<file path="src/rtl/core/isssd_pkg.sv">
// Shared types, codes and helper functions for the inverter safe-state decider.
// Used by every module under rtl/core; depends on nothing else.
package isssd_pkg;

  localparam logic [2:0] ACT_RAMP_KEEP_CC     = 3'd1;
  localparam logic [2:0] ACT_RAMP_THEN_SPO    = 3'd2;
  localparam logic [2:0] ACT_ZERO_CURRENT     = 3'd3;
  localparam logic [2:0] ACT_SPO              = 3'd4;
  localparam logic [2:0] ACT_LS_ASC           = 3'd5;
  localparam logic [2:0] ACT_SPO_THEN_PWM_ASC = 3'd6;

  localparam logic [3:0] ROW_CMD_LOST     = 4'd0;
  localparam logic [3:0] ROW_BATTERY_LOST = 4'd1;
  localparam logic [3:0] ROW_BMS_ZERO     = 4'd2;
  localparam logic [3:0] ROW_RESOLVER     = 4'd3;
  localparam logic [3:0] ROW_HS           = 4'd4;
  localparam logic [3:0] ROW_LS           = 4'd5;
  localparam logic [3:0] ROW_V5GD         = 4'd6;
  localparam logic [3:0] ROW_OV           = 4'd7;
  localparam logic [3:0] ROW_OC           = 4'd8;

  localparam logic [2:0] REG_CROSSOVER_SPEED    = 3'd0;
  localparam logic [2:0] REG_TRIP_VOLTAGE       = 3'd1;
  localparam logic [2:0] REG_CAP_RATED_VOLTAGE  = 3'd2;
  localparam logic [2:0] REG_EMF_FLUX_COEFF     = 3'd3;
  localparam logic [2:0] REG_EMF_SALIENCY_COEFF = 3'd4;
  localparam logic [2:0] REG_ENERGY_D_COEFF     = 3'd5;
  localparam logic [2:0] REG_ENERGY_Q_COEFF     = 3'd6;
  localparam logic [2:0] REG_BATTERY_SINK       = 3'd7;

  typedef struct packed {
    logic [2:0] action;
    logic       high;
    logic       forced;
    logic       b_row;
    logic       battery;
  } dec_t;

  typedef struct packed {
    dec_t        dec;
    logic [15:0] rpm;
    logic [30:0] id2;
    logic [30:0] iq2;
  } mag_sb_t;

  typedef struct packed {
    dec_t        dec;
    logic        e_sat;
    logic        big;
    logic [15:0] e;
  } pk_sb_t;

  typedef struct packed {
    logic [17:0] rem;
    logic [15:0] root;
  } sq_t;

  function automatic logic [15:0] mag16(input logic [15:0] x);
    return x[15] ? 16'(~x + 16'd1) : x;
  endfunction

  function automatic sq_t sq_step(input sq_t a, input logic [1:0] pair);
    logic [19:0] r;
    logic [19:0] t;
    sq_t         o;
    r = {a.rem, pair};
    t = {2'b00, a.root, 2'b01};
    if (r >= t) begin
      o.rem  = 18'(r - t);
      o.root = {a.root[14:0], 1'b1};
    end else begin
      o.rem  = r[17:0];
      o.root = {a.root[14:0], 1'b0};
    end
    return o;
  endfunction

  function automatic logic [2:0] matrix_cell(input logic [3:0] row, input logic high,
                                             input logic battery);
    logic [2:0] act;
    case (row)
      ROW_CMD_LOST:     act = high ? (battery ? ACT_RAMP_KEEP_CC : ACT_LS_ASC)
                                   : ACT_RAMP_THEN_SPO;
      ROW_BATTERY_LOST: act = high ? ACT_LS_ASC : ACT_ZERO_CURRENT;
      ROW_BMS_ZERO:     act = high ? ACT_RAMP_KEEP_CC : ACT_RAMP_THEN_SPO;
      ROW_RESOLVER,
      ROW_OC:           act = high ? ACT_LS_ASC : ACT_SPO;
      ROW_HS:           act = high ? ACT_SPO_THEN_PWM_ASC : ACT_SPO;
      ROW_OV:           act = ACT_LS_ASC;
      default:          act = ACT_SPO;
    endcase
    return act;
  endfunction

endpackage

</file>
<file path="src/rtl/core/isssd_sqrt.sv">
// Pipelined integer square root of a 32-bit word, four result bits per stage.
// Carries a sideband word alongside; depends on isssd_pkg.
module isssd_sqrt import isssd_pkg::*; #(
  parameter type sb_t = logic
) (
  input  logic        clk,
  input  logic        rst,
  input  logic        in_valid,
  output logic        in_ready,
  input  logic [31:0] in_value,
  input  sb_t         in_sb,
  output logic        out_valid,
  input  logic        out_ready,
  output logic [15:0] out_root,
  output sb_t         out_sb
);

  localparam int Stages = 4;
  localparam int Steps  = 4;

  logic        v       [Stages];
  sq_t         sq      [Stages];
  logic [31:0] val     [Stages];
  sb_t         sb      [Stages];
  logic        en      [Stages+1];
  logic        src_v   [Stages];
  sq_t         src_sq  [Stages];
  logic [31:0] src_val [Stages];
  sb_t         src_sb  [Stages];
  sq_t         nxt     [Stages];

  assign en[Stages] = out_ready;
  assign in_ready   = en[0];

  for (genvar s = 0; s < Stages; s++) begin : g_stage
    if (s == 0) begin : g_first
      assign src_v[s]   = in_valid;
      assign src_sq[s]  = '0;
      assign src_val[s] = in_value;
      assign src_sb[s]  = in_sb;
    end else begin : g_next
      assign src_v[s]   = v[s-1];
      assign src_sq[s]  = sq[s-1];
      assign src_val[s] = val[s-1];
      assign src_sb[s]  = sb[s-1];
    end

    assign en[s] = !v[s] || en[s+1];

    always_comb begin : c_steps
      sq_t x;
      x = src_sq[s];
      for (int k = 0; k < Steps; k++) begin
        x = sq_step(x, src_val[s][2*(15-(Steps*s+k)) +: 2]);
      end
      nxt[s] = x;
    end

    always_ff @(posedge clk) begin
      if (rst) begin
        v[s] <= 1'b0;
      end else if (en[s]) begin
        v[s] <= src_v[s];
      end
      if (en[s]) begin
        sq[s]  <= nxt[s];
        val[s] <= src_val[s];
        sb[s]  <= src_sb[s];
      end
    end
  end

  assign out_valid = v[Stages-1];
  assign out_root  = sq[Stages-1].root;
  assign out_sb    = sb[Stages-1];

endmodule

</file>
<file path="config.mk">
export PLATFORM = sky130hd
export DESIGN_NAME = isssd_sqrt
export DESIGN_NICKNAME = d
export VERILOG_FILES = /design/src/rtl/core/isssd_pkg.sv /design/src/rtl/core/isssd_sqrt.sv
export SDC_FILE = /design/constraint.sdc
export NUM_CORES = 1
export LEC_CHECK = 0
export ABC_AREA = 1
export BUFFER_PORTS_ARGS = -buffer_cell sky130_fd_sc_hd__buf_2
export CAP_MARGIN = 20
export CORE_MARGIN = 2
export CORE_UTILIZATION = 56
export DETAILED_ROUTE_END_ITERATION = 10
export PLACE_DENSITY = 0.73
export SETUP_SLACK_MARGIN = 0.1
export SKIP_CTS_REPAIR_TIMING = 1
export SLEW_MARGIN = 20
export SYNTH_ARGS = -nofsm -noshare
export SYNTH_HDL_FRONTEND = slang
export SYNTH_SLANG_ARGS = --single-unit
</file>
<file path="constraint.sdc">
create_clock -name clk -period 11.6 [get_ports clk]
set_clock_uncertainty 0.15 [all_clocks]
set_input_delay 1.74 -clock clk [delete_from_list [all_inputs] [get_ports clk]]
set_output_delay 1.74 -clock clk [all_outputs]
set_load 0.01 [all_outputs]
</file>
Word-level counts from Yosys, hierarchy flattened
Memory sizes are Yosys's and may differ from the RTL's. Index checks and enable logic that the tools add are counted.

Bits in registers: 0. Bits in latches: 0. Memory bits (writable): 272. Memory bits (read-only): 0. Input bits: 37. Output and inout port bits: 19. Logic and storage cells: 86. Memories kept: 4.

Memories: sq (words 4, width 34, read ports 4, clocked after memory_dff 0, wr ports 4, RTL line isssd_sqrt.sv:22) `sq_t sq [Stages];`; val (words 4, width 32, read ports 3, clocked after memory_dff 0, wr ports 4, RTL line isssd_sqrt.sv:23) `logic [31:0] val [Stages];`; sb (words 4, width 1, read ports 4, clocked after memory_dff 0, wr ports 4, RTL line isssd_sqrt.sv:24) `sb_t sb [Stages];`; v (words 4, width 1, read ports 4, clocked after memory_dff 0, wr ports 4, RTL line isssd_sqrt.sv:21) `logic v [Stages];`.

Add/subtract/negate cells: 16. Multiply operators: 0. Div/mod/pow operators: 0. $lt $le $gt $ge: 16. Eq/ne operators: 0. Shift operators: 0. Muxes and demuxes: 38. Bitwise gates (word level): 4. Reduce and logical (&&, ||, !) cells: 8.

Operators by type and width (count): 34-bit two-way mux (16); 20-bit by 18-bit >= comparator with 1-bit output (15); 18-bit subtractor (15); 1-bit two-way mux (22); 1-bit zero test (4); 1-bit logical OR (4); 1-bit OR (4); 2-bit by 1-bit subtractor with 3-bit output, second input constant (1); 2-bit by 1-bit >= comparator with 1-bit output, second input constant (1).

Longest topological paths before layout
An unclocked memory read counts as a cell.

Word-level depth: 10. Gate-level depth with buffers: 54. Mapped depth without buffers: 48.

Least setup slack after synthesis
No wires, ideal clock.

Path type: register -> register. From: memory sq[1][7] (netlist bit). To: memory sq[2][26] (netlist bit), data pin. Library setup time: 0.253 ns. Arrival time: 6.915 ns. Required time: 11.197 ns. Setup slack: 4.282 ns. Stages on the path, launching flop included: 48. Path buffers: 7. Period minus slack after synthesis: 7.318 ns. Cells stage by stage: edfxtp_1 -> inv_1 -> ha_1 -> a21oi_2 -> inv_1 -> nor2_1 -> nand2_1 -> nor2_2 -> nand2_1 -> buf_4 -> inv_2 -> clkbuf_1 -> o21ai_0 -> ha_1 -> nand2_1 -> nor2_1 -> nand3_1 -> nor2_1 -> [12 not listed] -> o221a_2 -> nand3_1 -> nor2_2 -> buf_6 -> clkbuf_1 -> nand2_1 -> o21ai_0 -> ha_1 -> a21oi_1 -> o21a_1 -> nor2_1 -> nor2_1 -> nand2_1 -> nand2_1 -> nand2_2 -> buf_4 -> nand3_1 -> nand2_1.

RTL lines (RTL line): from (decl) (isssd_sqrt.sv:22).

==> metrics.csv <==
stage,metric,value,unit
final_layout,drive_gt1_frac,0.0707,
synth,yosysWarnings,0,
setup_path,critPathArrivalTime,10.47,ns
synth,ys_ff_latch,150,
final_layout,fillers,2888,
power_and_ir_drop,fin_total_pwr,3.58,mW
hold_path,worst_hold_path_type,flop to flop,
route,drt_first_pass_iters,6,
final_layout,layout_common_cells,"nand2_1 (754), inv_1 (341), nor2_1 (277)",
final_layout,stdcell_area,18100,µm²
place,place_area,17500,µm²
setup_path,end_kind,flop,
clocking,cts_max_level,4,
sta,fmax,96.0,MHz
floorplan,row_count,63,
route,route.detailed.drc,0,
clocking,numClockSinks,150,
floorplan,dieArea,31600,µm²
outcome,status,"complete, no violations",
route,routedWlPerCell,16.6,µm
sta,setup_viol,0,
clocking,clk_path_buf_depth,2,
setup_path,reg2reg_from,sq[2][9],
clocking,cts_tree,done,
setup_path,slowest_stage,nand3_1,
setup_path,crit_fanout,22,
hold_path,min_delay_path_depth,0,
sta,fin_crit_sh,0.898,
clocking,clockRootBuffer,clkbuf_16,
place,gp_congestion,1.02,
route,num_vias,16998,
setup_path,start_kind,flop,
setup_path,worstRegToRegCells,42,
job,maxCapViolCount,0,
sta,worst_slack,1.19,ns
global_routing,grt_usage,0.320,
synth,ys_seq_area_frac,0.267,
floorplan,die_h,178,µm
sta,worst_pin_slew,0.949,ns
clocking,cts_inserted_buffers,17,
setup_path,r2r_end,sq[3][0],
power_and_ir_drop,ir_worst_vdd,0.113,mV
final_layout,regArea,4500,µm²
floorplan,core,29600,µm²
floorplan,die_w,178,µm
final_layout,mostFrequentLayoutCell,nand2_1,
setup_path,critPathRequiredTime,11.65,ns
synth,synth_area,16900,µm²
floorplan,io_pins,56,
setup_path,ff2ff_setup_slack,1.19,ns
global_routing,grt_pass1_wl,79.5,mm
hold_path,hold_start,val[0][5],
place,port_buffers,55,
place,dp_hpwl,40.4,mm
final_layout,syn_to_final_growth,7.25,%
power_and_ir_drop,power_density,198,nW/µm²
route,wirelength,49.9,mm
sta,hold_viol,0,
power_and_ir_drop,p_leak,9.29,nW
sta,slew_headroom,0.366,
global_routing,grt-ovfl-total,0,
clocking,clk_pin_slew_worst_paths,0.07,ns
clocking,clock_latency,0.44,ns
final_layout,nets,2793,
setup_path,critPathMaxStageDelay,0.69,ns
global_routing,grt_pass1_vias,15770,
sta,fin_setup_tns,0,ns
place,place_ws,1.15,ns
setup_path,crit_top_cell,nand2_1,
route,drt_iter0_drc,1468,
synth,avgSynthCellArea,6.62,µm²
route,avgViaCountPerCell,5.65,
sta,slew_viol_final,0,
sta,rsz0062_at_grt,no,
route,ant_nets,0,
sta,min_period,10.41,ns
synth,synth.distinct_cells,54,
floorplan,start_util,0.570,
hold_path,min_to,val[1][5],
final_layout,multiInputGateArea,10900,µm²
global_routing,antenna_found_initial,1,
synth,netlist_instances,2551,
global_routing,grt_max_degree,49,
setup_path,critPathKind,flop to flop,
==> synthesized netlist by cell type (all sizes together) <==
cell type / count / area [µm²]
nand2: 774 / 2970
inv: 354 / 1330
nor2: 301 / 1220
nand3: 215 / 1180
o21ai: 152 / 768
ha: 151 / 1890
edfxtp: 150 / 4500
a21oi: 133 / 684
xor2: 61 / 534
nand4: 54 / 338
xnor2: 43 / 377
nor3: 36 / 180
nand3b: 24 / 180
or2: 16 / 100
buf: 15 / 130
o21a: 11 / 82.6
a21o: 10 / 75.1
o21bai: 9 / 71.3
clkbuf: 8 / 30.0
a31oi: 6 / 37.5
clkinv: 4 / 15.0
nor4: 4 / 25.0
o31ai: 4 / 30.0
a21boi: 3 / 22.5
a211oi: 2 / 15.0
o221a: 2 / 22.5
a31o: 1 / 8.76
a32oi: 1 / 8.76
and3: 1 / 6.26
conb: 1 / 3.75
mux2i: 1 / 10.0
nor4b: 1 / 8.76
o2111ai: 1 / 8.76
o211ai: 1 / 7.51
o311ai: 1 / 8.76
==> cell type report <==
| type | count | share of cell area |
|---|---|---|
| flip-flops and latches | 150 | 0.249 |
| repair buffers | 57 | 0.0160 |
| inverters | 358 | 0.0745 |
| clock inverters | 12 | 0.00849 |
| multi-input cells | 2021 | 0.601 |
| clock buffers | 19 | 0.0239 |
| diodes | 1 | 0.000138 |
| well taps | 390 | 0.0269 |
==> routing by layer <==
metal  track usage  part of all wire  vias up
met1         0.433              0.45     7781
met5             0                 0        -
met4         0.105             0.030        0
met3        0.0420             0.062       97
met2         0.529              0.46      615
li1              -                 -     8505
==> flip-flops by register name, summed over array words and instances, names as in the netlist <==
| register | flops |
|---|---|
| val | 48 |
| sq | 94 |
| sb | 4 |
| v | 4 |
==> worst max-delay path, delay by kind of cell (launching register included) <==
| family | cells | cell delay [ns] |
|---|---|---|
| AOI/OAI and AO/OA | 12 | 2.73 |
| and+or+nand+nor | 20 | 3.69 |
| DFF | 1 | 0.46 |
| adders and majority gates | 4 | 1.38 |
| buffers and inverters | 6 | 1.78 |
==> how the worst max path moves through the flow <==
stage	cells after the start	slack, ns	start	endpoint
floorplan	47	4.28	sq[1][7]	sq[2][26]
global placement	45	1.23	sq[2][3]	sq[3][0]
detailed placement	45	1.15	sq[2][3]	sq[3][0]
CTS	45	1.16	sq[2][3]	sq[3][0]
global route	45	0.22	sq[2][3]	sq[3][0]
finish	42	1.19	sq[2][9]	sq[3][0]
==> cell families (layout without fill, tap and decap cells) <==
family / after synthesis / count (layout) / share of synthesized area
other: 1 / 3 / 0.000222
AND/OR/NAND/NOR: 1426 / 1426 / 0.368
flip-flops: 150 / 150 / 0.267
adder cells (fa/ha/maj): 151 / 151 / 0.112
XOR/XNOR: 104 / 104 / 0.0539
AO/OA/AOI/OAI: 337 / 337 / 0.110
buffers and inverters: 381 / 446 / 0.0892
multiplexers: 1 / 1 / 0.000593
==> power by group <==
part           leakage [nW]  internal (mW)  switching (mW)
registers              1.51          0.719          0.0869
clock network         0.281          0.337           0.242
logic                  7.50          0.707            1.49
total                  9.29           1.76            1.82
==> stage by stage <==
step	utilization	std cells	hold slack [ns]
detailed placement	0.591	2976	0.255
global route	0.611	3008	0.273
floorplan	-	2552	0.250
finish	0.611	3008	0.267
global placement	0.591	2976	0.250
CTS	0.611	3007	0.261
(Power assumes the default switching activity.)
