## config.mk

```make
export PLATFORM = sky130hd
export DESIGN_NAME = isssd_decide
export DESIGN_NICKNAME = d
export VERILOG_FILES = /design/src/rtl/core/isssd_pkg.sv /design/src/rtl/core/isssd_decide.sv
export SDC_FILE = /design/constraint.sdc
export NUM_CORES = 1
export LEC_CHECK = 0
export BUFFER_PORTS_ARGS = -buffer_cell sky130_fd_sc_hd__buf_2
export CAP_MARGIN = 20
export CORE_MARGIN = 2
export CORE_UTILIZATION = 30
export CTS_CLUSTER_SIZE = 24
export DETAILED_ROUTE_END_ITERATION = 7
export PLACE_DENSITY = 0.65
export SYNTH_ARGS = -nofsm -noshare
export SYNTH_HDL_FRONTEND = slang
export SYNTH_SLANG_ARGS = --single-unit
```

## constraint.sdc

```tcl
create_clock -name clk -period 10.3 [get_ports clk]
set_input_delay 1.03 -clock clk [delete_from_list [all_inputs] [get_ports clk]]
set_output_delay 1.03 -clock clk [all_outputs]
set_load 0.02 [all_outputs]
```

## src/rtl/core/isssd_pkg.sv

```systemverilog
// Shared types, codes and helper functions for the inverter safe-state decider.
// Used by every module under rtl/core; depends on nothing else.
package isssd_pkg;

  localparam logic [2:0] ACT_RAMP_KEEP_CC     = 3'd1;
  localparam logic [2:0] ACT_RAMP_THEN_SPO    = 3'd2;
  localparam logic [2:0] ACT_ZERO_CURRENT     = 3'd3;
  localparam logic [2:0] ACT_SPO              = 3'd4;
  localparam logic [2:0] ACT_LS_ASC           = 3'd5;
  localparam logic [2:0] ACT_SPO_THEN_PWM_ASC = 3'd6;

  localparam logic [3:0] ROW_CMD_LOST     = 4'd0;
  localparam logic [3:0] ROW_BATTERY_LOST = 4'd1;
  localparam logic [3:0] ROW_BMS_ZERO     = 4'd2;
  localparam logic [3:0] ROW_RESOLVER     = 4'd3;
  localparam logic [3:0] ROW_HS           = 4'd4;
  localparam logic [3:0] ROW_LS           = 4'd5;
  localparam logic [3:0] ROW_V5GD         = 4'd6;
  localparam logic [3:0] ROW_OV           = 4'd7;
  localparam logic [3:0] ROW_OC           = 4'd8;

  localparam logic [2:0] REG_CROSSOVER_SPEED    = 3'd0;
  localparam logic [2:0] REG_TRIP_VOLTAGE       = 3'd1;
  localparam logic [2:0] REG_CAP_RATED_VOLTAGE  = 3'd2;
  localparam logic [2:0] REG_EMF_FLUX_COEFF     = 3'd3;
  localparam logic [2:0] REG_EMF_SALIENCY_COEFF = 3'd4;
  localparam logic [2:0] REG_ENERGY_D_COEFF     = 3'd5;
  localparam logic [2:0] REG_ENERGY_Q_COEFF     = 3'd6;
  localparam logic [2:0] REG_BATTERY_SINK       = 3'd7;

  typedef struct packed {
    logic [2:0] action;
    logic       high;
    logic       forced;
    logic       b_row;
    logic       battery;
  } dec_t;

  typedef struct packed {
    dec_t        dec;
    logic [15:0] rpm;
    logic [30:0] id2;
    logic [30:0] iq2;
  } mag_sb_t;

  typedef struct packed {
    dec_t        dec;
    logic        e_sat;
    logic        big;
    logic [15:0] e;
  } pk_sb_t;

  typedef struct packed {
    logic [17:0] rem;
    logic [15:0] root;
  } sq_t;

  function automatic logic [15:0] mag16(input logic [15:0] x);
    return x[15] ? 16'(~x + 16'd1) : x;
  endfunction

  function automatic sq_t sq_step(input sq_t a, input logic [1:0] pair);
    logic [19:0] r;
    logic [19:0] t;
    sq_t         o;
    r = {a.rem, pair};
    t = {2'b00, a.root, 2'b01};
    if (r >= t) begin
      o.rem  = 18'(r - t);
      o.root = {a.root[14:0], 1'b1};
    end else begin
      o.rem  = r[17:0];
      o.root = {a.root[14:0], 1'b0};
    end
    return o;
  endfunction

  function automatic logic [2:0] matrix_cell(input logic [3:0] row, input logic high,
                                             input logic battery);
    logic [2:0] act;
    case (row)
      ROW_CMD_LOST:     act = high ? (battery ? ACT_RAMP_KEEP_CC : ACT_LS_ASC)
                                   : ACT_RAMP_THEN_SPO;
      ROW_BATTERY_LOST: act = high ? ACT_LS_ASC : ACT_ZERO_CURRENT;
      ROW_BMS_ZERO:     act = high ? ACT_RAMP_KEEP_CC : ACT_RAMP_THEN_SPO;
      ROW_RESOLVER,
      ROW_OC:           act = high ? ACT_LS_ASC : ACT_SPO;
      ROW_HS:           act = high ? ACT_SPO_THEN_PWM_ASC : ACT_SPO;
      ROW_OV:           act = ACT_LS_ASC;
      default:          act = ACT_SPO;
    endcase
    return act;
  endfunction

endpackage

```

## src/rtl/core/isssd_decide.sv

```systemverilog
// Final stage: peak voltage, release rules, fallback and the output register.
// Depends on isssd_pkg; drives the result ports of the top level.
module isssd_decide import isssd_pkg::*; (
  input  logic        clk,
  input  logic        rst,
  input  logic        in_valid,
  output logic        in_ready,
  input  logic [15:0] in_root,
  input  pk_sb_t      in_sb,
  input  logic [15:0] capacitor_rated_voltage,
  input  logic        battery_sink_released,
  output logic        out_valid,
  input  logic        out_stall,
  output logic [2:0]  action,
  output logic        is_high_speed,
  output logic        asc_allowed,
  output logic        spo_is_forced,
  output logic [15:0] peak_voltage,
  output logic        rule_a_ok,
  output logic        rule_b_ok,
  output logic        spo_is_wanted,
  output logic        spo_was_refused,
  output logic        energy_fault,
  output logic        keep_high_voltage
);

  logic        en;
  logic [16:0] pk17;
  logic [15:0] pk;
  logic        rule_a;
  logic        rule_b;
  logic        asc_ok;
  logic        wanted;
  logic        refused;
  logic        efault;
  logic [2:0]  act;
  logic        held;

  assign en       = !out_valid || !out_stall;
  assign in_ready = en;

  always_comb begin
    pk17    = {1'b0, in_sb.e} + {1'b0, in_root};
    pk      = (in_sb.e_sat || in_sb.big || pk17[16]) ? 16'hFFFF : pk17[15:0];
    rule_a  = pk < capacitor_rated_voltage;
    rule_b  = battery_sink_released && in_sb.dec.battery && in_sb.dec.b_row;
    asc_ok  = !in_sb.dec.forced;
    act     = in_sb.dec.action;
    wanted  = (act == ACT_SPO) || (act == ACT_SPO_THEN_PWM_ASC);
    refused = wanted && !rule_a && !rule_b;
    efault  = 1'b0;
    if (refused) begin
      if ((act == ACT_SPO) && asc_ok) begin
        act = ACT_LS_ASC;
      end else begin
        efault = 1'b1;
      end
    end
    if ((act == ACT_LS_ASC) && !asc_ok) begin
      act = ACT_SPO;
    end
    held = (act == ACT_SPO) || (act == ACT_SPO_THEN_PWM_ASC);
  end

  always_ff @(posedge clk) begin
    if (rst) begin
      out_valid <= 1'b0;
    end else if (en) begin
      out_valid <= in_valid;
    end
    if (en) begin
      action            <= act;
      is_high_speed     <= in_sb.dec.high;
      asc_allowed       <= asc_ok;
      spo_is_forced     <= in_sb.dec.forced;
      peak_voltage      <= pk;
      rule_a_ok         <= rule_a;
      rule_b_ok         <= rule_b;
      spo_is_wanted     <= wanted;
      spo_was_refused   <= refused;
      energy_fault      <= efault;
      keep_high_voltage <= held && !rule_a && in_sb.dec.battery && in_sb.dec.b_row;
    end
  end

endmodule

```

* Word level (Yosys, flattened, before mapping) *
Index checks and enable logic that the tools add are counted.

operators by class
  $add $sub $neg = 1
  magnitude comparators = 1
  equal/unequal tests = 5
  muxes and demuxes = 5
  reduce and logical (&&, ||, !) cells = 19

operator list
  cell                number
  $add 16x16->17      1
  $lt 16x16->1        1
  $mux 16             1
  $eq 3x3->1 const B  5
  $logic_and 1x1->1   9
  $mux 3              3
  $logic_not 1->1     5
  $logic_or 1x1->1    5
  $mux 1              1

word-level totals
  bits in registers = 29
  input bits = 62
  output and inout bits = 30
  logic and storage cells = 43

* Logic depth before layout (Yosys ltp) *
  word-level depth = 16
  mapped depth = 16
  depth with buffers taken out = 15

* Least setup slack after synthesis *
Ideal clock, no wire load.

  kind = in2reg
  start = input port in_root[0]
  end = register action[0], data pin
  setup time = 0.262 ns
  data arrival time = 3.763 ns
  data required time = 10.038 ns
  slack = 6.275 ns
  stages on the path = 16
  path buffers = 2
  cell sequence = ha_1 > fa_1 > a211oi_2 > o21bai_4 > nand3_1 > and2_1 > buf_2 > buf_4 > nand2_1 > ha_1 > o21ai_0 > nor2_1 > o311ai_0 > a31oi_1 > o21bai_1 > a21oi_1

on the way
  word-level cells in the longest chain between the ends = 11

ends and longest elaborated chain
  item                                line                RTL
  start: declaration                  isssd_decide.sv:8   input logic [15:0] in_root,
  $add 16x16->17 (*)                  isssd_decide.sv:43  pk17 = {1'b0, in_sb.e} + {1'b0, in_root};
  $logic_or 1x1->1                    isssd_decide.sv:44  pk = (in_sb.e_sat || in_sb.big || pk17[16]) ? 16'hFFFF : pk17[15:0];
  $mux 16 (*)                         isssd_decide.sv:44
  named net pk[6]                     isssd_decide.sv:29  logic [15:0] pk;
  $lt 16x16->1 (*)                    isssd_decide.sv:45  rule_a = pk < capacitor_rated_voltage;
  $logic_not 1->1 (*)                 isssd_decide.sv:50  refused = wanted && !rule_a && !rule_b;
  $logic_and 1x1->1 (*) (2 in a row)  isssd_decide.sv:50
  $mux 3 (*)                          isssd_decide.sv:52  if (refused) begin
  $eq 3x3->1                          isssd_decide.sv:59  if ((act == ACT_LS_ASC) && !asc_ok) begin
  $logic_and 1x1->1                   isssd_decide.sv:59
  $mux 3 (*)                          isssd_decide.sv:59
  named net act[0]                    isssd_decide.sv:36  logic [2:0] act;
  end signal: assignment              isssd_decide.sv:72  action <= act;
  end: declaration                    isssd_decide.sv:14  output logic [2:0] action,

The timed path passes the listed nets; every way through them passes the cells marked *.
A chain may end at the register's enable or synchronous reset.

* Worst setup path in the final report *
  start = input port in_root[15]
  end = register action[0], data pin

on the way
  word-level cells in the longest chain between the ends = 11

ends and longest elaborated chain
  item                                line
  $add 16x16->17 (*)                  isssd_decide.sv:43
  $logic_or 1x1->1 (*)                isssd_decide.sv:44
  $mux 16 (*)                         isssd_decide.sv:44
  named net pk[4]                     isssd_decide.sv:29
  $lt 16x16->1 (*)                    isssd_decide.sv:45
  $logic_not 1->1 (*)                 isssd_decide.sv:50
  $logic_and 1x1->1 (*) (2 in a row)  isssd_decide.sv:50
  $mux 3 (*)                          isssd_decide.sv:52
  $eq 3x3->1                          isssd_decide.sv:59
  $logic_and 1x1->1                   isssd_decide.sv:59
  $mux 3 (*)                          isssd_decide.sv:59
  named net act[0]                    isssd_decide.sv:36

Marks and branches as above.

==> results.txt <==
* Number of global-route vias before repair: about 1,800
* Die height: ~89 um
- Via count: between 1,500 and 2,000
- After detailed routing, the met3 layer carries between 300 and 400 um of wire.
* Max-slew headroom at the worst pin: 68.7%
* Crit path arrival time: ~4.5 ns
- Clock-pin slew was measured on the worst setup and hold paths at about 0.060 ns.
* Minimum clock period after layout: 4.42 ns
- RSZ-0062 raised after global routing: no
- The synthesized netlist contains 42 unique library cells.
- Clock latency on the worst-skew pair, taken at its later pin, is about 0.28 ns.
* Resized cells post-CTS: 0
- Final Cell Area: ~2800 um^2
* Width of the die: 88.7 um
* Highest routing layer actually used: met4
- The H-tree generated during clock tree synthesis spans 2 levels.
* Most frequently used flop master after synthesis: sky130_fd_sc_hd__edfxtp_1
* Final max-slew violation count: 0
- In this run, synthesis produced a sequential element count of 29.
* Number of remaining DRC errors: 0
* Total grt overflow: 0
- The critical path starts at in_root[15].
- Post-synthesis async set-or-reset flop share: 0%
* Post-CTS Setup Inserts: 0
- Hold repair after CTS inserted 0 buffers.
- Clock tree from TritonCTS: yes
* Category of the critical setup timing path: primary input to register
- Compared with the post-synthesis result, the final layout area differs by 29.7%.
* Die Footprint: 7860 um^2
* Critical Path Sink: action[0]
- Cell Area, Placed: approximately 2700 um^2
- The number of antenna diodes in the final layout is 0.
- In the detailed route, the total length drawn on met2 is between 2 and 2.5 mm.
- Upper clock frequency limit: about 230 MHz
- Weighted congestion reported at the end of routability-driven placement: slightly above 0.8
- Counting every sink on the clock net gives 29.
- After synthesis the cells add up to ~2200 um^2.
- Initial Util: 31.3%
* Depth of the worst register-to-register path: 2
* Fin. Hold Viols: 0
* Terminus of the critical flop-to-flop path: peak_voltage[13]
- Row cnt: 30
- The startpoint identified for the worst register-to-register timing path is out_valid.
- Final #Nets: 407
- On the final layout, the worst clock skew is 0.00650 ns.
* Pwr/cell area: approximately 120 nW/um^2
- Wires add up to 4.98 mm.
- Across the run, the number of max-cap violations was 0.
- Area taken by flip-flops and latches: about 860 um^2
- CP Launch Type: primary input
- Of the synthesized area, sequential elements account for between 40% and 50%.
* First-pass GRT wire length: about 7.9 mm
- Avg Vias per Cell: between 4 and 5
- Entering global routing, the biggest net connects 30 pins.
- Met1 WL: 2.26 mm
- ~90 I/O pins were placed.
* Port Buffer Count: 91
* Average detailed-routed wire length per instance: around 12 um
* Leading cell types in the layout, fill and taps excluded: sky130_fd_sc_hd__buf_2, sky130_fd_sc_hd__ha_1, sky130_fd_sc_hd__edfxtp_1
- The multi-input combinational cells in the finished layout cover a total of roughly 1200 um^2.
* All-Layer GR Usage: around an eighth
- Maximum root-to-sink buffer count: 2
- Initial detailed-routing violation count: just over 60
- Drt first pass iters: 4
- Crit Path Max Fanout: 16
- Detailed-placement wirelength estimate: approximately 4.3 mm
* Mean instance size in the synthesized netlist: between 9 and 10 um^2
* Area of the core: approximately 6900 um^2
- Clock root cell: sky130_fd_sc_hd__clkbuf_8
- Result of the run: finished clean
- Critical path endpoint category: register
- Antenna violations before repair: 0
- Static Leak: 1.24 nW
* Data required time of the critical path: 10.33 ns
* Ratio of cells with drive above 1 in the final layout: about a third
- At the pin with the least slew margin, the transition time is 0.468 ns.
- Post-synthesis net count: approximately 310
* Worst VDD drop: 42.5 uV
- Setup slack of the worst register-to-register path: about 9.3 ns
- The path class of the tightest hold or removal check is register to register.
- Antenna-violating nets left: 0
* Fillcell total: about 690
- Number of enable flip-flop cells after synthesis: 28
- Setup violations remaining at the end of the flow were counted as 0.
* Cells after synthesis: approximately 220
- The design draws around 0.00033 W.
- Leaving out fill and tap cells, the most frequent cell in the layout is sky130_fd_sc_hd__buf_2.
* Total negative slack: 0 ns
* Yosys warning total: 0
* CTS Buf Count: 5
* Portion of the clock cycle consumed by the worst path in the final layout: between 40 and 50%
[sequential cells by signal, summed over array words and instances (netlist names)]
| register | cells |
|---|---|
| action | 3 |
| asc_allowed | 1 |
| energy_fault | 1 |
| is_high_speed | 1 |
| keep_high_voltage | 1 |
| out_valid | 1 |
| peak_voltage | 16 |
| rule_a_ok | 1 |
| rule_b_ok | 1 |
| spo_is_forced | 1 |
| spo_is_wanted | 1 |
| spo_was_refused | 1 |
[logic make-up after synthesis]
logic type / count (synthesis) / share of synthesized area, %
flip-flops: 29 / 40.0
AND/OR/NAND/NOR: 63 / 13.1
adder cells (fa/ha/maj): 32 / 19.0
buffers and inverters: 27 / 4.94
AO/OA/AOI/OAI: 54 / 17.6
XOR/XNOR: 13 / 5.29
[Yosys cell counts, drive strengths merged (4+ instances only)]
library cell | instances | area [um^2]
edfxtp | 28 | 841
nand4 | 4 | 25.0
nor3 | 4 | 20.0
a211oi | 4 | 35.0
nand2 | 23 | 86.3
a21oi | 15 | 75.1
nand3 | 6 | 30.0
inv | 23 | 86.3
o21bai | 5 | 48.8
ha | 31 | 388
o21ai | 9 | 48.8
xor2 | 6 | 52.6
nor2 | 17 | 63.8
xnor2 | 7 | 61.3
[stage by stage]
step	util [%]	worst slack (ns)	hold WS [ns]	cells
after detailed placement	39.5	5.60	0.518	402
after global placement	39.5	5.69	0.486	402
after global routing	40.6	5.56	0.580	409
final	40.6	5.88	0.525	409
after floorplan	-	6.27	0.589	218
after CTS	40.6	5.88	0.530	409
[area by class of cell]
type,count,share of cell area (%)
sequential,29,30.9
inverter,23,3.09
multi-input combinational,162,42.4
clock buffer,6,2.60
timing repair buffer,92,16.6
tap,96,4.30
clock inverter,1,0.135
[power by group]
part	switching, W	total [W]	internal, W
registers	0.00000201	0.000141	0.000139
logic	0.0000597	0.000103	0.0000435
clock network	0.0000380	0.0000833	0.0000453
total	0.0000997	0.000327	0.000228
[worst min-delay path by stage]
stage                     startpoint        end  slack (ns)  cells past startpoint
after floorplan            out_valid  out_valid        0.59                      2
after global placement     out_valid  out_valid        0.49                      2
after detailed placement   out_valid  out_valid        0.52                      2
after CTS                  out_valid  out_valid        0.53                      2
after global routing       out_valid  out_valid        0.58                      2
final                      out_valid  out_valid        0.52                      2
[layer usage]
layer,GRT usage (%),vias to the layer above
met5,0,-
met4,5.79,0
met3,4.01,6
met2,21.3,70
met1,16.2,824
li1,-,988
[critical path, stage by stage]
cell and delay (ns):
sky130_fd_sc_hd__buf_2 0.10, sky130_fd_sc_hd__ha_1 0.34, sky130_fd_sc_hd__a2111oi_0 0.46, sky130_fd_sc_hd__o21ai_0 0.15, sky130_fd_sc_hd__a221oi_1 0.32, sky130_fd_sc_hd__and2_1 0.48, sky130_fd_sc_hd__o21ai_0 0.23, sky130_fd_sc_hd__ha_1 0.23
sky130_fd_sc_hd__a211oi_1 0.23, sky130_fd_sc_hd__nor2_1 0.09, sky130_fd_sc_hd__o311ai_0 0.32, sky130_fd_sc_hd__a31oi_1 0.11, sky130_fd_sc_hd__o21bai_1 0.26, sky130_fd_sc_hd__a21oi_1 0.10
Power figures use the tool's default switching activity.
