--- config.mk ---
export PLATFORM = sky130hd
export DESIGN_NAME = isssd_front
export DESIGN_NICKNAME = d
export VERILOG_FILES = /design/src/rtl/core/isssd_pkg.sv /design/src/rtl/core/isssd_front.sv
export SDC_FILE = /design/constraint.sdc
export NUM_CORES = 1
export LEC_CHECK = 0
export CELL_PAD_IN_SITES_DETAIL_PLACEMENT = 0
export CELL_PAD_IN_SITES_GLOBAL_PLACEMENT = 1
export CORE_ASPECT_RATIO = 0.8
export CORE_MARGIN = 1.5
export CORE_UTILIZATION = 50
export DETAILED_ROUTE_END_ITERATION = 8
export DONT_BUFFER_PORTS = 1
export PLACE_DENSITY_LB_ADDON = 0.08
export SLEW_MARGIN = 20
export SYNTH_ARGS = -nofsm -noshare
export SYNTH_HDL_FRONTEND = slang
export SYNTH_SLANG_ARGS = --single-unit
--- constraint.sdc ---
create_clock -name clk -period 9.44 [get_ports clk]
set_input_delay 1.416 -clock clk [delete_from_list [all_inputs] [get_ports clk]]
set_output_delay 1.416 -clock clk [all_outputs]
set_load 0.03 [all_outputs]
--- src/rtl/core/isssd_pkg.sv ---
// Shared types, codes and helper functions for the inverter safe-state decider.
// Used by every module under rtl/core; depends on nothing else.
package isssd_pkg;

  localparam logic [2:0] ACT_RAMP_KEEP_CC     = 3'd1;
  localparam logic [2:0] ACT_RAMP_THEN_SPO    = 3'd2;
  localparam logic [2:0] ACT_ZERO_CURRENT     = 3'd3;
  localparam logic [2:0] ACT_SPO              = 3'd4;
  localparam logic [2:0] ACT_LS_ASC           = 3'd5;
  localparam logic [2:0] ACT_SPO_THEN_PWM_ASC = 3'd6;

  localparam logic [3:0] ROW_CMD_LOST     = 4'd0;
  localparam logic [3:0] ROW_BATTERY_LOST = 4'd1;
  localparam logic [3:0] ROW_BMS_ZERO     = 4'd2;
  localparam logic [3:0] ROW_RESOLVER     = 4'd3;
  localparam logic [3:0] ROW_HS           = 4'd4;
  localparam logic [3:0] ROW_LS           = 4'd5;
  localparam logic [3:0] ROW_V5GD         = 4'd6;
  localparam logic [3:0] ROW_OV           = 4'd7;
  localparam logic [3:0] ROW_OC           = 4'd8;

  localparam logic [2:0] REG_CROSSOVER_SPEED    = 3'd0;
  localparam logic [2:0] REG_TRIP_VOLTAGE       = 3'd1;
  localparam logic [2:0] REG_CAP_RATED_VOLTAGE  = 3'd2;
  localparam logic [2:0] REG_EMF_FLUX_COEFF     = 3'd3;
  localparam logic [2:0] REG_EMF_SALIENCY_COEFF = 3'd4;
  localparam logic [2:0] REG_ENERGY_D_COEFF     = 3'd5;
  localparam logic [2:0] REG_ENERGY_Q_COEFF     = 3'd6;
  localparam logic [2:0] REG_BATTERY_SINK       = 3'd7;

  typedef struct packed {
    logic [2:0] action;
    logic       high;
    logic       forced;
    logic       b_row;
    logic       battery;
  } dec_t;

  typedef struct packed {
    dec_t        dec;
    logic [15:0] rpm;
    logic [30:0] id2;
    logic [30:0] iq2;
  } mag_sb_t;

  typedef struct packed {
    dec_t        dec;
    logic        e_sat;
    logic        big;
    logic [15:0] e;
  } pk_sb_t;

  typedef struct packed {
    logic [17:0] rem;
    logic [15:0] root;
  } sq_t;

  function automatic logic [15:0] mag16(input logic [15:0] x);
    return x[15] ? 16'(~x + 16'd1) : x;
  endfunction

  function automatic sq_t sq_step(input sq_t a, input logic [1:0] pair);
    logic [19:0] r;
    logic [19:0] t;
    sq_t         o;
    r = {a.rem, pair};
    t = {2'b00, a.root, 2'b01};
    if (r >= t) begin
      o.rem  = 18'(r - t);
      o.root = {a.root[14:0], 1'b1};
    end else begin
      o.rem  = r[17:0];
      o.root = {a.root[14:0], 1'b0};
    end
    return o;
  endfunction

  function automatic logic [2:0] matrix_cell(input logic [3:0] row, input logic high,
                                             input logic battery);
    logic [2:0] act;
    case (row)
      ROW_CMD_LOST:     act = high ? (battery ? ACT_RAMP_KEEP_CC : ACT_LS_ASC)
                                   : ACT_RAMP_THEN_SPO;
      ROW_BATTERY_LOST: act = high ? ACT_LS_ASC : ACT_ZERO_CURRENT;
      ROW_BMS_ZERO:     act = high ? ACT_RAMP_KEEP_CC : ACT_RAMP_THEN_SPO;
      ROW_RESOLVER,
      ROW_OC:           act = high ? ACT_LS_ASC : ACT_SPO;
      ROW_HS:           act = high ? ACT_SPO_THEN_PWM_ASC : ACT_SPO;
      ROW_OV:           act = ACT_LS_ASC;
      default:          act = ACT_SPO;
    endcase
    return act;
  endfunction

endpackage

--- src/rtl/core/isssd_front.sv ---
// Input stage: speed class, matrix action, current magnitudes and their squares.
// Depends on isssd_pkg; feeds the current-magnitude square root.
module isssd_front import isssd_pkg::*; #(
  parameter int MAX_SPEED_RPM = 20000
) (
  input  logic               clk,
  input  logic               rst,
  input  logic               in_valid,
  output logic               in_ready,
  input  logic [3:0]         fault_row,
  input  logic               speed_valid,
  input  logic signed [15:0] speed,
  input  logic               battery_connected,
  input  logic signed [15:0] current_d,
  input  logic signed [15:0] current_q,
  input  logic [14:0]        crossover_speed,
  output logic               out_valid,
  input  logic               out_ready,
  output logic [31:0]        out_value,
  output mag_sb_t            out_sb
);

  logic        av;
  dec_t        adec;
  logic [15:0] arpm;
  logic [15:0] aidm;
  logic [15:0] aiqm;
  logic        bv;
  mag_sb_t     bsb;
  logic [31:0] bsum;

  logic        en_a;
  logic        en_b;
  logic [15:0] spd_mag;
  logic        high;
  dec_t        dec_next;
  logic [31:0] id2_full;
  logic [31:0] iq2_full;

  assign en_b     = !bv || out_ready;
  assign en_a     = !av || en_b;
  assign in_ready = en_a;

  always_comb begin
    spd_mag          = mag16(speed);
    high             = !speed_valid || (spd_mag >= {1'b0, crossover_speed});
    dec_next.action  = matrix_cell(fault_row, high, battery_connected);
    dec_next.high    = high;
    dec_next.forced  = (fault_row == ROW_LS) || (fault_row == ROW_V5GD) ||
                       (fault_row == ROW_HS);
    dec_next.b_row   = (fault_row != ROW_BATTERY_LOST) && (fault_row != ROW_OV);
    dec_next.battery = battery_connected;
    id2_full         = aidm * aidm;
    iq2_full         = aiqm * aiqm;
  end

  always_ff @(posedge clk) begin
    if (rst) begin
      av <= 1'b0;
      bv <= 1'b0;
    end else begin
      if (en_a) av <= in_valid;
      if (en_b) bv <= av;
    end
    if (en_a) begin
      adec <= dec_next;
      arpm <= speed_valid ? spd_mag : 16'(MAX_SPEED_RPM);
      aidm <= mag16(current_d);
      aiqm <= mag16(current_q);
    end
    if (en_b) begin
      bsb.dec <= adec;
      bsb.rpm <= arpm;
      bsb.id2 <= id2_full[30:0];
      bsb.iq2 <= iq2_full[30:0];
      bsum    <= id2_full + iq2_full;
    end
  end

  assign out_valid = bv;
  assign out_value = bsum;
  assign out_sb    = bsb;

endmodule

Word level (Yosys, flattened, before mapping)
Index checks and enable logic that the tools add are counted.

word-level totals
  bits in writable memories = 0
  bits in registers = 174
  memory bits (read-only) = 0
  memories = 0
  output and inout bits = 119
  latch bits = 0
  bits of input ports = 73
  logic and storage cells = 62

cells by class
  multiply operators = 2
  $lt $le $gt $ge = 1
  muxes and demuxes = 10
  add/subtract/negate cells = 4
  shift-type cells = 0
  bitwise logic cells = 3
  reduce and logical (&&, ||, !) cells = 11
  divide/modulo/power cells = 0
  equality and inequality tests = 10

operators with widths
  operator               count
  $mul 16x16->32         2
  $add 16x1->16 const B  3
  $not 16->16            3
  $add 32x32->32         1
  $mux 15                2
  $pmux 3 s6             1
  $eq 4x3->1 const B     4
  $ge 16x15->1           1
  $mux 16                1
  $mux 3                 3
  $eq 4x2->1 const B     2
  $logic_or 1x1->1       5
  $eq 4x1->1 const B     1
  $eq 4x4->1 const B     1
  $logic_not 4->1        1
  $mux 2                 2
  $ne 4x1->1 const B     1
  $ne 4x3->1 const B     1
  $logic_not 1->1        3
  $reduce_or 2->1        1
  $logic_and 1x1->1      1
  $mux 1                 1

Logic depth before layout (Yosys ltp)
Gate-level depths: netlist of the first run.

  depth after elaboration = 7
  mapped depth = 38
  depth with buffers taken out = 37

Least setup slack after synthesis of the first run
OpenSTA, ideal clock, no wires.

  kind = register to register
  start point = register aidm[1]
  end point = register bsum[31] (netlist: out_value[31]), data pin
  period minus slack after synthesis = 8.308 ns
  cell stages (with the launch flop) = 36
  buffers on the path = 3
  arrival time = 8.048 ns
  data required time = 9.180 ns
  setup slack = 1.132 ns
  setup time = 0.260 ns
  path through = edfxtp_1 clkbuf_1 clkbuf_1 and2_1 fa_1 inv_1 fa_1 inv_1 fa_1 inv_1 fa_1 inv_1 fa_1 inv_1 fa_1 inv_1 ha_1 and3_1 nand2_1 a21oi_1 o21ai_0 o31a_1 o21ai_0 xor2_1 ha_1 clkbuf_1 a21o_1 a211oi_1 nor3_1 a21o_1 maj3_2 a2111oi_4 a211oi_2 a211o_1 a21oi_2 xnor2_1

between the ends
  cells in the longest elaborated chain, start to end = 2

RTL lines
  element                 line               RTL
  from (decl)             isssd_front.sv:26  logic [15:0] aidm;
  from (signal assigned)  isssd_front.sv:68  aidm <= mag16(current_d);
  $mul 16x16->32          isssd_front.sv:53  id2_full = aidm * aidm;
  via id2_full[20]        isssd_front.sv:37  logic [31:0] id2_full;
  $add 32x32->32          isssd_front.sv:76  bsum <= id2_full + iq2_full;
  to (signal assigned)    isssd_front.sv:76
  to (decl)               isssd_front.sv:30  logic [31:0] bsum;

The timed path passes the listed nets, and every way through them passes these cells.
A chain may end at the register's enable or synchronous reset.

Final worst setup path of the first run
  start point = register aidm[10]
  end point = register bsum[31] (netlist: out_value[31]), data pin

Same word-level chain as after synthesis.

==> reports/results.txt, run 1 <==
The flow ran to the end, and the final reports show no timing, DRC or antenna violations. Synthesis handed over a netlist of 2275 instances. 192 I/O pins were placed. The violation count after the first detailed-routing iteration is 713.

The final layout contains routed wiring with a total length of 50600 µm. The global routing usage summed across all routing layers was 0.229. Classification of the worst-slack hold path: reg2reg. The async set-or-reset flop fraction in the synthesized netlist came out at 0.

In the routed design, unresolved DRC markers number 0. In the final design database the tool counted 2932 nets. The ratio of cells with drive above 1 in the final layout was 0.0453; the cts-stage hold buffer count was 0. The first global-routing pass estimated 82600 µm of wire.

The tools report the number of unique standard cell types used by synthesis as 71. 0 antenna diodes ended up in the layout. The number of flops mapped to enable cells by yosys was 170; the count of state elements after synthesis was 172.

At the pin with the least slew margin, the transition time is 0.918 ns. The average instance area after synthesis is 9.98 µm², and the max-capacitance violation count is 0. The tools report the effective utilization at floorplan as 0.509.

The detail route stage leaves a number of antenna-violating nets equal to 0. The tools report the number of global-route vias before repair as 15900. For this run, the number of standard cells in the final layout without fillers is 2898. TritonCTS built the clock tree. The dominant combinational cell family by area after synthesis is adder cells. For this design, the slowest cell found on the critical path is sky130_fd_sc_hd__or4_1. In the detailed route, the total length drawn on met2 is 22800 µm. The relative slew slack was 0.383; the final count of hold timing violations was 0. The fraction of the core area covered by cells at the end of the flow was 0.542; the synthesis-to-layout area growth was 6.57%.

For the weighted congestion reported at the end of routability-driven placement, the log shows 0.885. The total overflow reported by the global router is 0, and the minimum clock period is 8.92 ns. Ratio of final minimum period to clock period: 0.945.

The worst setup path is captured at a flop. Setup violations remaining at the end of the flow were counted as 0. The post-synthesis compound-gate area fraction was 0.0825. The share of cell area taken by muxes after synthesis was 0.000992; the number of warning messages in the yosys log was 0.

Adding up every negative setup slack in the final design gives 0 ns. The width of the die is 241 µm. The uppermost layer routed was met4. Including well taps, the total number of placed cells is 2850. Fraction of the yosys area taken by sequential cells: 0.227.

The tools report the kind of start point of the critical path as a flop. Dividing the detail-routed via count by the number of cells gives 5.28. The floorplan step set the die height to 194 µm.

After filler insertion, the fill cell instance count of the layout stands at 4087. The area of the mapped netlist was 22700 µm². The most frequently used flop master after synthesis is sky130_fd_sc_hd__edfxtp_1.

The post-synthesis xor/xnor area fraction is 0.0569, and the initial antenna violation count is 0. Across all layers, the routed design uses 15300 vias. Hold is met by 0.414 ns. The tools report the number of max-slew violations in the final report as 0. Row generation in the floorplan step produced 69 rows.

The critical path in this run is classified as reg2reg. The total routed wire length on the met1 layer was 23100 µm. TritonCTS created 17 clock buffers. The longest clock path from root to sink contains 2 buffers. Entering global routing, the biggest net connects 64 pins. The die covers 46700 µm². The clock net sink count was 172; the met3 routed wirelength was 4200 µm. During placement, the flow inserted port buffers numbering 0. The number of levels in the clock H-tree is 4, and the highest clock rate is 112 MHz. The core region is 44600 µm². The run gives 0.0123 ns as the setup clock skew after layout.

The later pin in the worst-skew pair is clocked with a latency of 0.47 ns. The fraction of the mapped netlist area in simple logic gates was 0.110; the worst-path maximum fanout was 13. Master cell of the clock root buffer: sky130_fd_sc_hd__clkbuf_16. STA puts the critical path data arrival time at 9.15 ns. Clock-pin slew was measured on the worst setup and hold paths at 0.08 ns. On the worst path, the slowest cell contributes a delay of 0.55 ns. The share of synthesized cell area in full adder, half adder and majority cells came out at 0.426. Data on the critical path is required at its endpoint by 9.67 ns. The total iterations of the first detailed-routing run was 5; the half-perimeter wire length of the detailed placement result was 42000 µm.

The average detailed-routed wire length per instance is 17.5 µm.
-- cells by family (layout without fill, tap and decap cells) --
family,after synthesis,count (layout)
muxes,2,2
AOI/OAI and AO/OA,274,274
buffers and inverters,584,603
DFF,172,172
xor gates and xnor gates,145,145
and+or+nand+nor,519,519
other,1,2
adders and majority gates,578,578
-- routing by layer --
layer	track usage	up-vias
li1	-	7240
met1	0.321	7600
met2	0.356	418
met3	0.0681	39
met4	0.0431	0
met5	0	-
-- layout make-up --
class,instances,area [µm²],area share
Clock inverter,15,209,0.00863
Clock buffer,17,425,0.0176
Tap cell,603,754,0.0312
Inverter,535,2010,0.0831
Timing Repair Buffer,36,270,0.0112
Multi-Input combinational cell,1520,15400,0.636
Sequential cell,172,5140,0.213
-- state kept, by name, indices dropped and copies added, names as in the netlist --
register / flops
adec: 7
aiqm: 16
out_valid: 1
aidm: 16
arpm: 16
av: 1
out_value: 32
out_sb: 83
-- synthesized netlist by cell type, drive strengths merged, types with 8 or more instances --
| cell | number | area share |
|---|---|---|
| o21bai | 8 | 0.0026 |
| nor3 | 21 | 0.0046 |
| o31ai | 12 | 0.0040 |
| nand2 | 207 | 0.034 |
| a21o | 46 | 0.015 |
| nand4 | 10 | 0.0030 |
| nand2b | 19 | 0.0052 |
| inv | 535 | 0.088 |
| xnor2 | 106 | 0.041 |
| xor2 | 38 | 0.015 |
| and2 | 102 | 0.028 |
| edfxtp | 170 | 0.22 |
| a21oi | 73 | 0.016 |
| and3 | 10 | 0.0028 |
| a211oi | 11 | 0.0043 |
| fa | 325 | 0.29 |
| a31oi | 8 | 0.0022 |
| nand3 | 16 | 0.0035 |
| clkbuf | 47 | 0.0078 |
| o211ai | 12 | 0.0042 |
| o21ai | 48 | 0.011 |
| or3 | 14 | 0.0039 |
| nor2 | 84 | 0.014 |
| ha | 252 | 0.14 |
| or2 | 8 | 0.0022 |
| o21a | 10 | 0.0033 |
| nor2b | 10 | 0.0028 |
-- critical path: cells and delay by family (launching register included) --
| family | cells | cell delay (ns) |
|---|---|---|
| DFF | 1 | 0.37 |
| adders and majority gates | 9 | 3.96 |
| xor gates and xnor gates | 2 | 0.25 |
| and+or+nand+nor | 6 | 1.45 |
| buffers and inverters | 7 | 0.49 |
| AOI/OAI and AO/OA | 9 | 2.17 |
-- per-stage QoR --
| step | setup slack, ns | cell area, µm² |
|---|---|---|
| floorplan | 1.13 | 22700 |
| global placement | 0.430 | 23400 |
| detailed placement | 0.348 | 23400 |
| CTS | 0.271 | 24100 |
| global route | -0.00346 | 24200 |
| finish | 0.523 | 24200 |
-- worst paths after layout --
path / startpoint / endpoint / slack, ns / depth (start not counted)
hold reg to reg: arpm[7] / out_sb[69] / 0.41 / 0
setup / recovery: aidm[10] / out_value[31] / 0.52 / 33
setup reg to reg: aidm[10] / out_value[31] / 0.52 / 33
hold / removal: arpm[7] / out_sb[69] / 0.41 / 0
-- repair_timing --
| action | in CTS | in global routing |
|---|---|---|
| endpoints found under the setup margin | 0 | 4 |
| resized for setup | 0 | 5 |
| buffers inserted | 0 | 16 |
-- layout by cell type, fill, tap and decap left out, types with 12 or more instances in the layout --
cell type	n
sky130_fd_sc_hd__edfxtp_1	170
sky130_fd_sc_hd__a21o_1	46
sky130_fd_sc_hd__buf_4	36
sky130_fd_sc_hd__o31ai_1	12
sky130_fd_sc_hd__nor2_1	83
sky130_fd_sc_hd__o21ai_0	41
sky130_fd_sc_hd__fa_1	325
sky130_fd_sc_hd__nand3_1	16
sky130_fd_sc_hd__clkbuf_16	17
sky130_fd_sc_hd__a21oi_1	70
sky130_fd_sc_hd__ha_1	252
sky130_fd_sc_hd__nand2b_1	19
sky130_fd_sc_hd__xnor2_1	106
sky130_fd_sc_hd__and2_1	102
sky130_fd_sc_hd__xor2_1	37
sky130_fd_sc_hd__or3_1	14
sky130_fd_sc_hd__nor3_1	21
sky130_fd_sc_hd__inv_1	534
sky130_fd_sc_hd__nand2_1	205
Power of run 1 is left out: the tool's default activity adds up to more than one toggle a clock period on the data nets, which glitch-free logic cannot reach.
==> inputs of run 2 (changes only) <==
--- a/config.mk
+++ b/config.mk
@@ -5,14 +5,14 @@
 export SDC_FILE = /design/constraint.sdc
 export NUM_CORES = 1
 export LEC_CHECK = 0
-export CELL_PAD_IN_SITES_DETAIL_PLACEMENT = 0
+export CELL_PAD_IN_SITES_DETAIL_PLACEMENT = 1
 export CELL_PAD_IN_SITES_GLOBAL_PLACEMENT = 1
 export CORE_ASPECT_RATIO = 0.8
 export CORE_MARGIN = 1.5
 export CORE_UTILIZATION = 50
 export DETAILED_ROUTE_END_ITERATION = 8
 export DONT_BUFFER_PORTS = 1
-export PLACE_DENSITY_LB_ADDON = 0.08
+export PLACE_DENSITY_LB_ADDON = 0.3
 export SLEW_MARGIN = 20
 export SYNTH_ARGS = -nofsm -noshare
 export SYNTH_HDL_FRONTEND = slang
==> run 2 against run 1 <==
  * Clock skew grew 0.0043 ns
  * Worst hold slack lost 0.0012 ns
  * Routed wire length grew 17%
  * Die area is the same
  * Sequential share of layout area shrank 0.079 points
  * Largest cell class unchanged
  * Cell area grew 0.37%
  * Setup slack lost 0.019 ns
  * Fmax shrank 0.21%
  * Critical endpoint unchanged
==> reports/results.txt, run 2 (synthesized netlist as in run 1, its figures left out) <==
The flow ran to the end, and the final reports show no timing, DRC or antenna violations. The global routing usage summed across all routing layers is 0.265 (+0.0353). STA classifies the critical path startpoint as a flop.

Number of buffers added by the clock tree synthesis step: 17 (unchanged). The number of nets in the final layout was 2944 (+0.41%); the average detailed-routed wire length per instance was 20.3 µm (+16%). The run gives 0.49 ns (+0.02 ns) as the latest clock arrival within the worst-skew pair.

In the layout the commonest cells are sky130_fd_sc_hd__inv_1, sky130_fd_sc_hd__fa_1, sky130_fd_sc_hd__ha_1. The minimum clock period works out to 8.94 ns (+0.0192 ns). For the weighted congestion reported at the end of routability-driven placement, the log shows 0.877 (-0.92%). The initial antenna violation count came out at 0 (unchanged). The number of levels in the clock H-tree was 4 (unchanged). The logs give 15900 (+4.0%) for the detailed-route via count and 47900 µm (+14%) for the half-perimeter wire length of the detailed placement result.

The logs give 2910 (+0.41%) for the final cell count without fillers and 0 (unchanged) for the total DRC errors in the routed layout. The number of global-route vias before repair is 18000 (+13%). The total overflow reported by the global router is 0 (unchanged).

Ratio of final minimum period to clock period: 0.947 (+0.00204). The ratio of cells with drive above 1 in the final layout is 0.0507 (+0.00540), and the width of the die is 241 µm (unchanged). The logs give 94800 µm (+15%) for the global-route wire length before repair and 44600 µm² (unchanged) for the core outline area. The tools report the arrival time reported for the critical path endpoint as 9.18 ns (+0.03 ns). The tools report the number of filler instances in the final layout as 5039 (+23%). The clock transition time at the flip-flop clock pins of the worst setup and hold paths was 0.08 ns (about the same); the floorplan row count was 69 (unchanged).

The worst setup path is captured at a flop. The cts-stage hold buffer count was 0 (unchanged); the synthesis-to-layout area growth was 6.97%. The run gives 0.328 (+0.00651) as the met1 usage. The setup path with the least slack is of type reg2reg.

The clock net sink count was 172 (unchanged). TritonCTS built the clock tree. The run gives 0 (unchanged) as the number of nets with antenna violations after detailed routing. The number of antenna repair diodes is 0 (unchanged), and the overall die height is 194 µm (unchanged). The transition at the pin with the smallest max-transition slack was 0.865 ns (-0.0531 ns); the final count of hold timing violations was 0 (unchanged). The routed via count divided by cell count came out at 5.47 (+3.6%).

The I/O pin count was 192 (unchanged). The worst-path maximum fanout was 17 (+4). The met3 track utilization from global routing was 0.0673 (-0.000712).

The number of port buffers is 0 (unchanged), and the final setup violation count is 0 (unchanged). The number of buffers between clock root and the deepest sink is 2 (unchanged). For the setup clock skew after layout, the log shows 0.0166 ns (+0.00434 ns). Master cell of the clock root buffer: sky130_fd_sc_hd__clkbuf_16. The effective utilization at floorplan came out at 0.509 (unchanged).

For the number of max-slew violations in the final report, the log shows 0 (unchanged). Final wirelength: 59100 µm (+17%). The tools report the total iterations of the first detailed-routing run as 5 (unchanged). Most common cell after layout, fill and taps aside: sky130_fd_sc_hd__inv_1.

The standard cell with the maximum stage delay on the critical path was sky130_fd_sc_hd__edfxtp_1. The logs give 112 MHz (-0.21%) for the highest clock rate and 0.418 (+0.0357) for the relative slew slack. Met2 track utilization from global routing: 0.455 (+0.0991). The cell occurring most often along the worst timing path is sky130_fd_sc_hd__fa_1. The cell count after placement came out at 2851 (+0.035%). The critical path's largest stage delay works out to 0.69 ns (+0.14 ns). The die footprint was 46700 µm² (unchanged); the maximum number of pins on one net before global-route repair was 64 (unchanged). For the max-capacitance violation count, the log shows 0 (unchanged).

The global routing stage identified its most utilized layer as met2. The violation count after the first detailed-routing iteration is 936 (+31%), and the number of flip-flops in the largest register is 83 (unchanged). The classification of the worst-slack hold path is reg2reg. The worst endpoint required time came out at 9.69 ns (+0.02 ns).
-- run 2: cell types whose count changed in the layout (fill, tap and decap cells not counted), moves of 2 or more --
| cell | before | now |
|---|---|---|
| sky130_fd_sc_hd__buf_4 | 36 | 47 |
| sky130_fd_sc_hd__clkbuf_8 | 0 | 2 |
| sky130_fd_sc_hd__clkinv_8 | 4 | 2 |
| sky130_fd_sc_hd__inv_12 | 2 | 0 |
-- run 2: final timing paths --
path	startpoint	to	slack [ns]	cells past startpoint
min reg2reg	arpm[14]	out_sb[76]	0.41	0
min	arpm[14]	out_sb[76]	0.41	0
max reg2reg	aidm[5]	out_value[31]	0.50	33
max	aidm[5]	out_value[31]	0.50	33
-- run 2: layout make-up --
cell class | count | area (µm²) | area share
multi-input cells | 1520 | 15400 | 0.634
flip-flops and latches | 172 | 5140 | 0.212
inverters | 535 | 2010 | 0.0828
well taps | 603 | 754 | 0.0311
clock buffers | 19 | 453 | 0.0186
repair buffers | 48 | 373 | 0.0153
clock inverters | 13 | 164 | 0.00675
-- run 2: per-layer routing --
metal | wire, µm | vias up | part of all wire
met5 | 0 | - | 0
met4 | 1480 | 0 | 0.025
met3 | 4100 | 69 | 0.069
met2 | 29400 | 425 | 0.50
met1 | 24200 | 8163 | 0.41
li1 | - | 7256 | -
-- run 2: critical path, delay by kind of cell (launching register included) --
family	cells	cell delay (ns)
simple gates	6	1.49
flops	1	0.69
xor+xnor	1	0.12
compound gates	12	2.17
buf+inv	5	0.28
fa+ha+maj	9	3.91
-- run 2: metrics by stage --
step                hold WS, ns  setup slack (ns)  cell area, µm²  TNS (ns)   util
detailed placement        0.408             0.231           23400         0  0.525
finish                    0.413             0.504           24300         0  0.544
floorplan                 0.400              1.13           22700         0      -
global placement          0.401             0.612           23400         0  0.525
global route              0.429           -0.0138           24300   -0.0138  0.544
CTS                       0.414             0.231           24100         0  0.539
-- run 2: timing repair --
item / 4_1_cts / 5_1_grt
resized for setup: 0 / 7
endpoints found under the setup margin: 0 / 5
setup buffers: 0 / 27
Power of run 2 is left out for the same reason.
